$ cat src/hw/rtl/kfl_pkg.sv
// ----------------------------------------------------------------------------
// kfl_pkg
// Types, widths and codes shared by the keyframe position interpolator.
// ----------------------------------------------------------------------------
package kfl_pkg;

    localparam int KEYS_DEFAULT = 64;

    localparam int TICK_W    = 24;
    localparam int POS_W     = 32;
    localparam int DIFF_W    = POS_W + 1;
    localparam int PROD_W    = DIFF_W + TICK_W;
    localparam int DIV_STEPS = PROD_W;
    localparam int STEP_W    = $clog2(DIV_STEPS);
    localparam int MODE_W    = 2;
    localparam int CODE_W    = 2;
    localparam int CFG_IDX_W = 2;

    localparam logic [MODE_W-1:0] MODE_APPEND = 2'd0;
    localparam logic [MODE_W-1:0] MODE_QUERY  = 2'd1;
    localparam logic [MODE_W-1:0] MODE_CLEAR  = 2'd2;

    localparam logic [CODE_W-1:0] CASE_EMPTY  = 2'd0;
    localparam logic [CODE_W-1:0] CASE_BEFORE = 2'd1;
    localparam logic [CODE_W-1:0] CASE_AFTER  = 2'd2;
    localparam logic [CODE_W-1:0] CASE_LERP   = 2'd3;

    localparam logic [CFG_IDX_W-1:0] REG_FALLBACK_X = 2'd0;
    localparam logic [CFG_IDX_W-1:0] REG_FALLBACK_Y = 2'd1;
    localparam logic [CFG_IDX_W-1:0] REG_FALLBACK_Z = 2'd2;

    typedef struct packed {
        logic [MODE_W-1:0]       mode;
        logic [TICK_W-1:0]       tick;
        logic signed [POS_W-1:0] key_x;
        logic signed [POS_W-1:0] key_y;
        logic signed [POS_W-1:0] key_z;
    } kfl_in_t;

    typedef struct packed {
        logic signed [POS_W-1:0] out_x;
        logic signed [POS_W-1:0] out_y;
        logic signed [POS_W-1:0] out_z;
        logic [CODE_W-1:0]       case_code;
        logic                    table_full;
    } kfl_out_t;

    typedef struct packed {
        logic [TICK_W-1:0]       tick;
        logic signed [POS_W-1:0] x;
        logic signed [POS_W-1:0] y;
        logic signed [POS_W-1:0] z;
    } kfl_key_t;

    typedef struct packed {
        logic              accept;
        logic              idx_last;
        logic              idx_one;
        logic              idx_inc;
        logic              prev_load;
        logic              res_key;
        logic              res_lerp;
        logic [CODE_W-1:0] case_code;
        logic              lane_load;
        logic              mul;
        logic              div_step;
        logic              emit;
    } kfl_cmd_t;

    typedef struct packed {
        logic empty;
        logic tick_lt;
    } kfl_sts_t;

endpackage

$ cat src/hw/rtl/kfl_ctrl.sv
// ----------------------------------------------------------------------------
// kfl_ctrl
// Sequencer: accept, boundary checks, linear key search, divide steps and
// hand-off to the output register.
// ----------------------------------------------------------------------------
module kfl_ctrl (
    input  logic                         clk,
    input  logic                         rst_n,
    input  logic                         in_valid,
    output logic                         in_ready,
    input  logic [kfl_pkg::MODE_W-1:0]   in_mode,
    output logic                         out_valid,
    input  logic                         out_ready,
    output kfl_pkg::kfl_cmd_t            cmd,
    input  kfl_pkg::kfl_sts_t            sts
);
    import kfl_pkg::*;

    localparam int ST_W = 4;
    localparam logic [ST_W-1:0] ST_IDLE = 4'd0;
    localparam logic [ST_W-1:0] ST_RD0  = 4'd1;
    localparam logic [ST_W-1:0] ST_CHK0 = 4'd2;
    localparam logic [ST_W-1:0] ST_CHKL = 4'd3;
    localparam logic [ST_W-1:0] ST_SRCH = 4'd4;
    localparam logic [ST_W-1:0] ST_MUL  = 4'd5;
    localparam logic [ST_W-1:0] ST_DIV  = 4'd6;
    localparam logic [ST_W-1:0] ST_FIN  = 4'd7;
    localparam logic [ST_W-1:0] ST_EMIT = 4'd8;

    logic [ST_W-1:0]   state_reg;
    logic [ST_W-1:0]   state_next;
    logic [STEP_W-1:0] step_reg;
    logic [STEP_W-1:0] step_next;
    logic              out_valid_reg;
    logic              out_valid_next;
    logic              accept;
    logic              out_free;

    assign in_ready  = (state_reg == ST_IDLE);
    assign accept    = in_valid && in_ready;
    assign out_free  = !out_valid_reg || out_ready;
    assign out_valid = out_valid_reg;

    always_comb
    begin
        cmd        = '0;
        cmd.accept = accept;
        state_next = state_reg;
        step_next  = '0;
        unique case (state_reg)
            ST_IDLE:
            begin
                if (accept)
                begin
                    if ((in_mode == MODE_QUERY) && !sts.empty)
                    begin
                        state_next = ST_RD0;
                    end
                    else
                    begin
                        state_next = ST_EMIT;
                    end
                end
            end
            ST_RD0:
            begin
                cmd.idx_last = 1'b1;
                state_next   = ST_CHK0;
            end
            ST_CHK0:
            begin
                if (sts.tick_lt)
                begin
                    cmd.res_key   = 1'b1;
                    cmd.case_code = CASE_BEFORE;
                    state_next    = ST_EMIT;
                end
                else
                begin
                    cmd.prev_load = 1'b1;
                    cmd.idx_one   = 1'b1;
                    state_next    = ST_CHKL;
                end
            end
            ST_CHKL:
            begin
                if (!sts.tick_lt)
                begin
                    cmd.res_key   = 1'b1;
                    cmd.case_code = CASE_AFTER;
                    state_next    = ST_EMIT;
                end
                else
                begin
                    cmd.idx_inc = 1'b1;
                    state_next  = ST_SRCH;
                end
            end
            ST_SRCH:
            begin
                if (sts.tick_lt)
                begin
                    cmd.lane_load = 1'b1;
                    state_next    = ST_MUL;
                end
                else
                begin
                    cmd.prev_load = 1'b1;
                    cmd.idx_inc   = 1'b1;
                end
            end
            ST_MUL:
            begin
                cmd.mul    = 1'b1;
                state_next = ST_DIV;
            end
            ST_DIV:
            begin
                cmd.div_step = 1'b1;
                if (step_reg == STEP_W'(DIV_STEPS - 1))
                begin
                    state_next = ST_FIN;
                end
                else
                begin
                    step_next = step_reg + STEP_W'(1);
                end
            end
            ST_FIN:
            begin
                cmd.res_lerp  = 1'b1;
                cmd.case_code = CASE_LERP;
                state_next    = ST_EMIT;
            end
            ST_EMIT:
            begin
                if (out_free)
                begin
                    cmd.emit   = 1'b1;
                    state_next = ST_IDLE;
                end
            end
            default:
            begin
                state_next = ST_IDLE;
            end
        endcase
    end

    always_comb
    begin
        out_valid_next = out_valid_reg;
        if (cmd.emit)
        begin
            out_valid_next = 1'b1;
        end
        else if (out_ready)
        begin
            out_valid_next = 1'b0;
        end
    end

    always_ff @(posedge clk or negedge rst_n)
    begin
        if (!rst_n)
        begin
            state_reg     <= ST_IDLE;
            step_reg      <= '0;
            out_valid_reg <= 1'b0;
        end
        else
        begin
            state_reg     <= state_next;
            step_reg      <= step_next;
            out_valid_reg <= out_valid_next;
        end
    end

`ifndef NO_ASSERTIONS
    a_emit_free: assert property (@(posedge clk) disable iff (!rst_n)
        cmd.emit |-> out_free)
        else $error("result loaded over an untaken beat");

    a_accept_busy: assert property (@(posedge clk) disable iff (!rst_n)
        accept |=> (state_reg != ST_IDLE))
        else $error("accepted item left no work");

    a_step_idle: assert property (@(posedge clk) disable iff (!rst_n)
        (state_reg != ST_DIV) |-> (step_reg == '0))
        else $error("divide step count outside divide");

    a_fin_after_div: assert property (@(posedge clk) disable iff (!rst_n)
        (state_reg == ST_FIN) |-> ($past(state_reg) == ST_DIV))
        else $error("finish without full divide");

    a_emit_valid: assert property (@(posedge clk) disable iff (!rst_n)
        cmd.emit |=> out_valid)
        else $error("emitted beat not presented");
`endif

endmodule

$ cat config.mk
export PLATFORM = sky130hd
export DESIGN_NAME = kfl_ctrl
export DESIGN_NICKNAME = d
export VERILOG_FILES = /design/src/hw/rtl/kfl_pkg.sv /design/src/hw/rtl/kfl_ctrl.sv
export SDC_FILE = /design/constraint.sdc
export NUM_CORES = 1
export LEC_CHECK = 0
export BUFFER_PORTS_ARGS = -buffer_cell sky130_fd_sc_hd__buf_2
export CORE_MARGIN = 4
export CORE_UTILIZATION = 28
export CTS_CLUSTER_DIAMETER = 100
export CTS_CLUSTER_SIZE = 20
export DETAILED_ROUTE_END_ITERATION = 7
export SLEW_MARGIN = 20
export SYNTH_ARGS = -nofsm -noshare
export SYNTH_HDL_FRONTEND = slang
export SYNTH_SLANG_ARGS = --single-unit
$ cat constraint.sdc
create_clock -name clk -period 1.2 [get_ports clk]
set_clock_uncertainty 0.1 [all_clocks]
set_input_delay 0.06 -clock clk [delete_from_list [all_inputs] [get_ports clk]]
set_output_delay 0.06 -clock clk [all_outputs]
set_load 0.05 [all_outputs]
==> results.py, run 1 <==
metrics = {
    "synth": {
        "yosys-top-cells-count": "nor2_1 (12), dfrtp_1 (11), a21oi_1 (5)",
        "ys_warn_count": 0,
        "synth_most_common_cell": "nor2_1",
        "netlist_area_sq_um": 738.2,
        "yosys.area.top_type_share": 0.3729,
        "yosysTopAreaCell": "dfrtp_1",
        "synthArstFlopShare": 1.000,
        "yosysUniqueCellTypes": 33,
        "synth_edf_count": 0,
        "ys_ff_latch": 11,
        "avgSynthCellArea_sq_um": 9.003,
        "syn_nets": 92,
        "netlist_instances": 82,
        "synth_seq_area_share": 0.3729,
        "synth_area_leaders": "dfrtp_1 (37%), nor2_1 (6.1%), buf_4 (4.1%)",
        "yosys_most_used_dff": "dfrtp_1",
    },
    "layout": {
        "nNetsFinal": 146,
        "final_cells": 165,
        "drive_above_1_share": 0.7333,
        "synthToLayoutAreaGrowth_pct": 99.83,
        "diodes": 0,
        "largest_reg_flops": 6,
    },
    "route": {
        "first_iter_violations": 1,
        "vias_per_cell": 4.739,
        "drt-total-wl_microns": 2397,
        "dr.pass1.iters": 3,
        "drc": 0,
        "vias": 782,
        "wl_per_cell_microns": 14.53,
        "ant_nets": 0,
    },
    "clock_tree": {
        "insertion_delay_ns": 0.27,
        "clock-root-buffer": "clkbuf_4",
        "cts_tree": "yes",
        "ctsHtreeMaxLevel": 1,
        "cts_sinks": 11,
        "cts_made_buffers": 3,
        "clock_path_buffers": 2,
        "path_clk_slew_ns": 0.07,
    },
    "global_routing": {
        "grt_max_degree": 12,
        "grt.total_usage": 0.1488,
        "grt-busiest-layer": "met2",
        "met3_usage": 0.02832,
        "grtUsageMet1": 0.1555,
        "grt_first_pass_wirelength_microns": 3905,
        "grt_pass1_vias": 846,
        "met2_usage": 0.2777,
        "overflow": 0,
        "antenna_found_initial": 0,
    },
    "setup_path": {
        "cp-end-kind": "output pin",
        "worst-path-buf-inv": 2,
        "start_kind": "register",
        "critPathMaxFanout": 8,
        "required_ns": 1.04,
        "crit_chain": "buf_6 -> nor4_4 -> and2_4 -> buf_8",
        "cp_data_arrival_time_ns": 1.43,
        "slowest_stage": "dfrtp_2",
        "slowest_delay_ns": 0.49,
        "critical-path-top-delay-family": "flip-flops",
        "crit_type": "reg -> out",
    },
    "placement": {
        "place_hpwl_microns": 1563,
        "gp_congestion": 0.8190,
        "port_buffers": 22,
        "dp.cells": 148,
        "post-place-ws_ns": -0.2525,
    },
    "run_status": {
        "outcome": "complete, but fails checks",
        "violations": "negative setup slack",
    },
    "timing": {
        "tightestPinTransition_ns": 0.3122,
        "relSlewSlack": 0.7912,
        "fin_tns_setup_ns": -6.678,
        "hold_violations": 0,
        "max_freq_ghz": 0.6283,
        "holdWs_ns": 0.01455,
        "slew_viol_final": 0,
        "grt_setup_unrepaired": "true",
        "layout_setup_ws_ns": -0.3916,
        "finalCritPeriodShare": 1.326,
        "period_minus_slack_ns": 1.592,
        "setup_viol": 24,
    },
    "floorplan": {
        "die-area_sq_mm": 0.003522,
        "die_x_microns": 59.35,
        "ios": 23,
        "coreArea_sq_mm": 0.002500,
        "row_count": 18,
        "start_util": 0.2953,
        "fp.dieH_microns": 59.35,
    },
    "job": {
        "drv_cap": 0,
    },
    "worst_hold_path": {
        "hp-class": "in -> reg",
    },
    "power_and_ir_drop": {
        "p_leak_nw": 0.6178,
        "peakVddDrop_mv": 0.9081,
        "powerDensity_mw_per_mm2": 1279,
        "finalPower_w": 0.001887,
    },
}
final timing paths:
check,start,endpoint,slack [ns],cells past startpoint
worst max register to register,state_reg[1],state_reg[3],-0.26,5
worst min-delay path,out_ready,out_valid,0.01,3
worst min register to register,step_reg[0],step_reg[0],0.44,2
min in group asynchronous,rst_n,step_reg[2],0.08,2
worst max-delay path,state_reg[0],cmd[12],-0.39,4
max in group asynchronous,rst_n,state_reg[3],0.71,2
logic make-up (layout without fill, tap and decap cells):
| kind of cell | Yosys count | count (layout) | synth area share |
|---|---|---|---|
| buf+inv | 10 | 63 | 0.07627 |
| compound gates | 11 | 11 | 0.08983 |
| mux | 1 | 1 | 0.01356 |
| fa+ha+maj | 2 | 2 | 0.03389 |
| flops | 11 | 11 | 0.3729 |
| simple gates | 42 | 42 | 0.3542 |
| xor+xnor | 5 | 5 | 0.05933 |
tightest hold or removal path, stage by stage:
cell and delay (ns):
buf_2 0.07, nand2b_1 0.17, nand2_2 0.06
final cells by class:
type	count	area, sq um
clock buffer	4	26.28
fill	201	1025
inverter	3	11.26
multi-input combinational	61	618.1
sequential	11	280.3
tap	30	37.54
timing repair buffer	56	501.7
layer usage:
layer  wire, microns  part of all wire  vias to the layer above
met5               0                 0                        -
met1             909              0.38                      374
met2            1361              0.57                       17
li1                -                 -                      387
met4              23            0.0096                        0
met3             103             0.043                        4
cell usage in the layout, fill, tap and decap left out, types with 3 or more instances in the layout:
cell	Yosys	layout
a21oi_2	0	3
buf_2	3	9
buf_4	4	24
buf_6	0	17
buf_8	0	5
clkbuf_4	0	3
dfrtp_1	11	7
dfrtp_2	0	4
inv_1	3	3
nor2_2	0	3
nor2_4	0	7
nor4_4	0	3
metrics by stage:
step,util,cell area [sq um]
after floorplan,-,867.1
after global placement,0.4374,1094
after detailed placement,0.4374,1094
after CTS,0.5445,1361
after global routing,0.5901,1475
final,0.5901,1475
report_power, final:
| part | leakage [nW] | internal, W | switching (W) |
|---|---|---|---|
| sequential | 0.144 | 0.000421 | 0.0000781 |
| combinational | 0.459 | 0.000503 | 0.000627 |
| clock | 0.0150 | 0.000129 | 0.000129 |
| total | 0.618 | 0.00105 | 0.000834 |
what timing repair did:
action,in CTS,in global routing
gates cloned,0,0
setup buffers,9,3
hold buffers,1,0
pin swaps,10,10
gates resized for setup,48,23
endpoints found under the setup margin,25,25
endpoints found under the hold margin,11,0
Note: power is estimated with default switching activity, not from simulation.
==> run 2: changes to the inputs <==
- MAX_ROUTING_LAYER: not set -> met4
==> run 2 against run 1 <==
The flow still finishes with violations (negative setup slack). Fmax fell by 0.42%. Combinational power barely moved. Cell count stayed put. Worst setup slack lost 0.0067 ns. Critical path depth stayed put. Wire length up 1.3%. Design area up 0.76%. Total power increased by 1.0%. Sequential power is 1% higher. Largest power group unchanged.
==> results.py, run 2 (synthesis results as in run 1) <==
metrics = {
    "placement": {
        "gp_congestion": 0.8313,
        "port_buffers": 22,
        "place_hpwl_microns": 1563,
        "post-place-ws_ns": -0.2525,
        "dp.cells": 148,
    },
    "worst_hold_path": {
        "worstHoldStart": "out_ready",
        "hp-class": "in -> reg",
    },
    "power_and_ir_drop": {
        "powerDensity_mw_per_mm2": 1282,
        "finalPower_w": 0.001906,
        "p_leak_nw": 0.6224,
        "peakVddDrop_mv": 0.9444,
    },
    "route": {
        "wl_per_cell_microns": 14.72,
        "drc": 0,
        "dr.pass1.iters": 2,
        "vias": 790,
        "vias_per_cell": 4.788,
        "first_iter_violations": 3,
        "drt-total-wl_microns": 2428,
        "ant_nets": 0,
    },
    "clock_tree": {
        "clock-root-buffer": "clkbuf_4",
        "clock_path_buffers": 2,
        "insertion_delay_ns": 0.27,
        "cts_tree": "yes",
        "cts_sinks": 11,
        "cts_made_buffers": 3,
        "path_clk_slew_ns": 0.07,
        "ctsHtreeMaxLevel": 1,
    },
    "global_routing": {
        "antenna_found_initial": 0,
        "grt_first_pass_wirelength_microns": 3905,
        "overflow": 0,
        "grt_max_degree": 12,
        "grt.total_usage": 0.1531,
        "grt_pass1_vias": 846,
    },
    "setup_path": {
        "reg2reg_depth": 5,
        "cp-end-kind": "output pin",
        "required_ns": 1.04,
        "critPathMaxFanout": 8,
        "timing.rr.start": "state_reg[1]",
        "r2r_slack_ns": -0.26,
        "crit_chain": "buf_6 -> nor4_4 -> and2_4 -> buf_8",
        "cp_data_arrival_time_ns": 1.44,
        "critical-path-top-delay-family": "flip-flops",
        "slowest_delay_ns": 0.49,
        "path_depth": 4,
        "crit_start": "state_reg[0]",
        "slowest_stage": "dfrtp_2",
        "reg2reg_to": "state_reg[3]",
        "crit_end": "cmd[12]",
        "worst-path-buf-inv": 2,
        "crit_type": "reg -> out",
        "start_kind": "register",
    },
    "timing": {
        "grt_setup_unrepaired": "true",
        "relSlewSlack": 0.7954,
        "slew_viol_final": 0,
        "period_minus_slack_ns": 1.598,
        "hold_violations": 0,
        "max_freq_ghz": 0.6257,
        "layout_setup_ws_ns": -0.3983,
        "setup_viol": 25,
        "finalCritPeriodShare": 1.332,
        "tightestPinTransition_ns": 0.3059,
    },
    "floorplan": {
        "coreArea_sq_mm": 0.002500,
        "fp.dieH_microns": 59.35,
        "start_util": 0.2953,
        "die-area_sq_mm": 0.003522,
        "ios": 23,
        "row_count": 18,
        "die_x_microns": 59.35,
    },
    "job": {
        "drv_cap": 0,
    },
    "layout": {
        "largest_reg_flops": 6,
        "final_common_cell": "buf_4",
        "layout_common_cells": "buf_4 (23), buf_6 (18), buf_2 (9)",
        "synthToLayoutAreaGrowth_pct": 101.4,
        "nFillCells": 198,
        "diodes": 0,
        "fin_util": 0.5946,
        "final_cells": 165,
        "nNetsFinal": 146,
        "drive_above_1_share": 0.7407,
    },
    "run_status": {
        "outcome": "complete, but fails checks",
        "violations": "negative setup slack",
    },
}
## run 2: cell counts in the layout (fill, tap and decap cells not counted)
Identical to the previous run, type by type.
## run 2: routing by layer
layer	GRT usage	vias to the layer above	part of all wire
met5	-	-	0
met3	0.02614	4	0.042
met4	0.07443	0	0.0095
met2	0.2777	17	0.57
met1	0.1568	378	0.38
li1	-	391	-
## run 2: repair_timing
| action | CTS | global route |
|---|---|---|
| pin swaps | 10 | 10 |
| buffers inserted | 9 | 3 |
| hold buffers | 1 | 0 |
| endpoints found under the hold margin | 11 | 0 |
| endpoints found under the setup margin | 25 | 25 |
| gates resized for setup | 48 | 26 |
## run 2: metrics by stage
step	hold WS (ns)	instance area, sq um	setup TNS (ns)
global route	0.04321	1486	-8.157
floorplan	-0.3356	867.1	-3.103
finish	0.01178	1486	-6.746
global placement	-0.1658	1094	-2.899
detailed placement	-0.1626	1094	-3.349
CTS	0.005694	1361	-5.925
## run 2: report_power, final
part / internal, W / switching [W] / leakage [nW]
registers: 0.000421 / 0.0000837 / 0.144
logic: 0.000513 / 0.000629 / 0.463
clock network: 0.000129 / 0.000130 / 0.0150
total: 0.00106 / 0.000843 / 0.622
## run 2: worst min-delay path by stage
stage,to,slack (ns),cells after the start
after global routing,out_valid,0.04,3
after global placement,step_reg[3],-0.17,1
after CTS,out_valid,0.006,3
after detailed placement,step_reg[3],-0.16,1
after floorplan,out_valid,-0.34,0
final,out_valid,0.01,3
## run 2: area by class of cell
class | count | area (sq um) | area share
Tap cell | 30 | 37.54 | 0.02525
Multi-Input combinational cell | 61 | 625.6 | 0.4209
Sequential cell | 11 | 280.3 | 0.1886
Timing Repair Buffer | 56 | 505.5 | 0.3401
Clock buffer | 4 | 26.28 | 0.01768
Inverter | 3 | 11.26 | 0.007576
## run 2: worst register-to-register path: cells and delay by family, from the launching register on
family                 cells  cell delay [ns]
AOI/OAI and AO/OA          2             0.27
and+or+nand+nor            2             0.31
DFF                        1             0.49
buffers and inverters      1             0.18
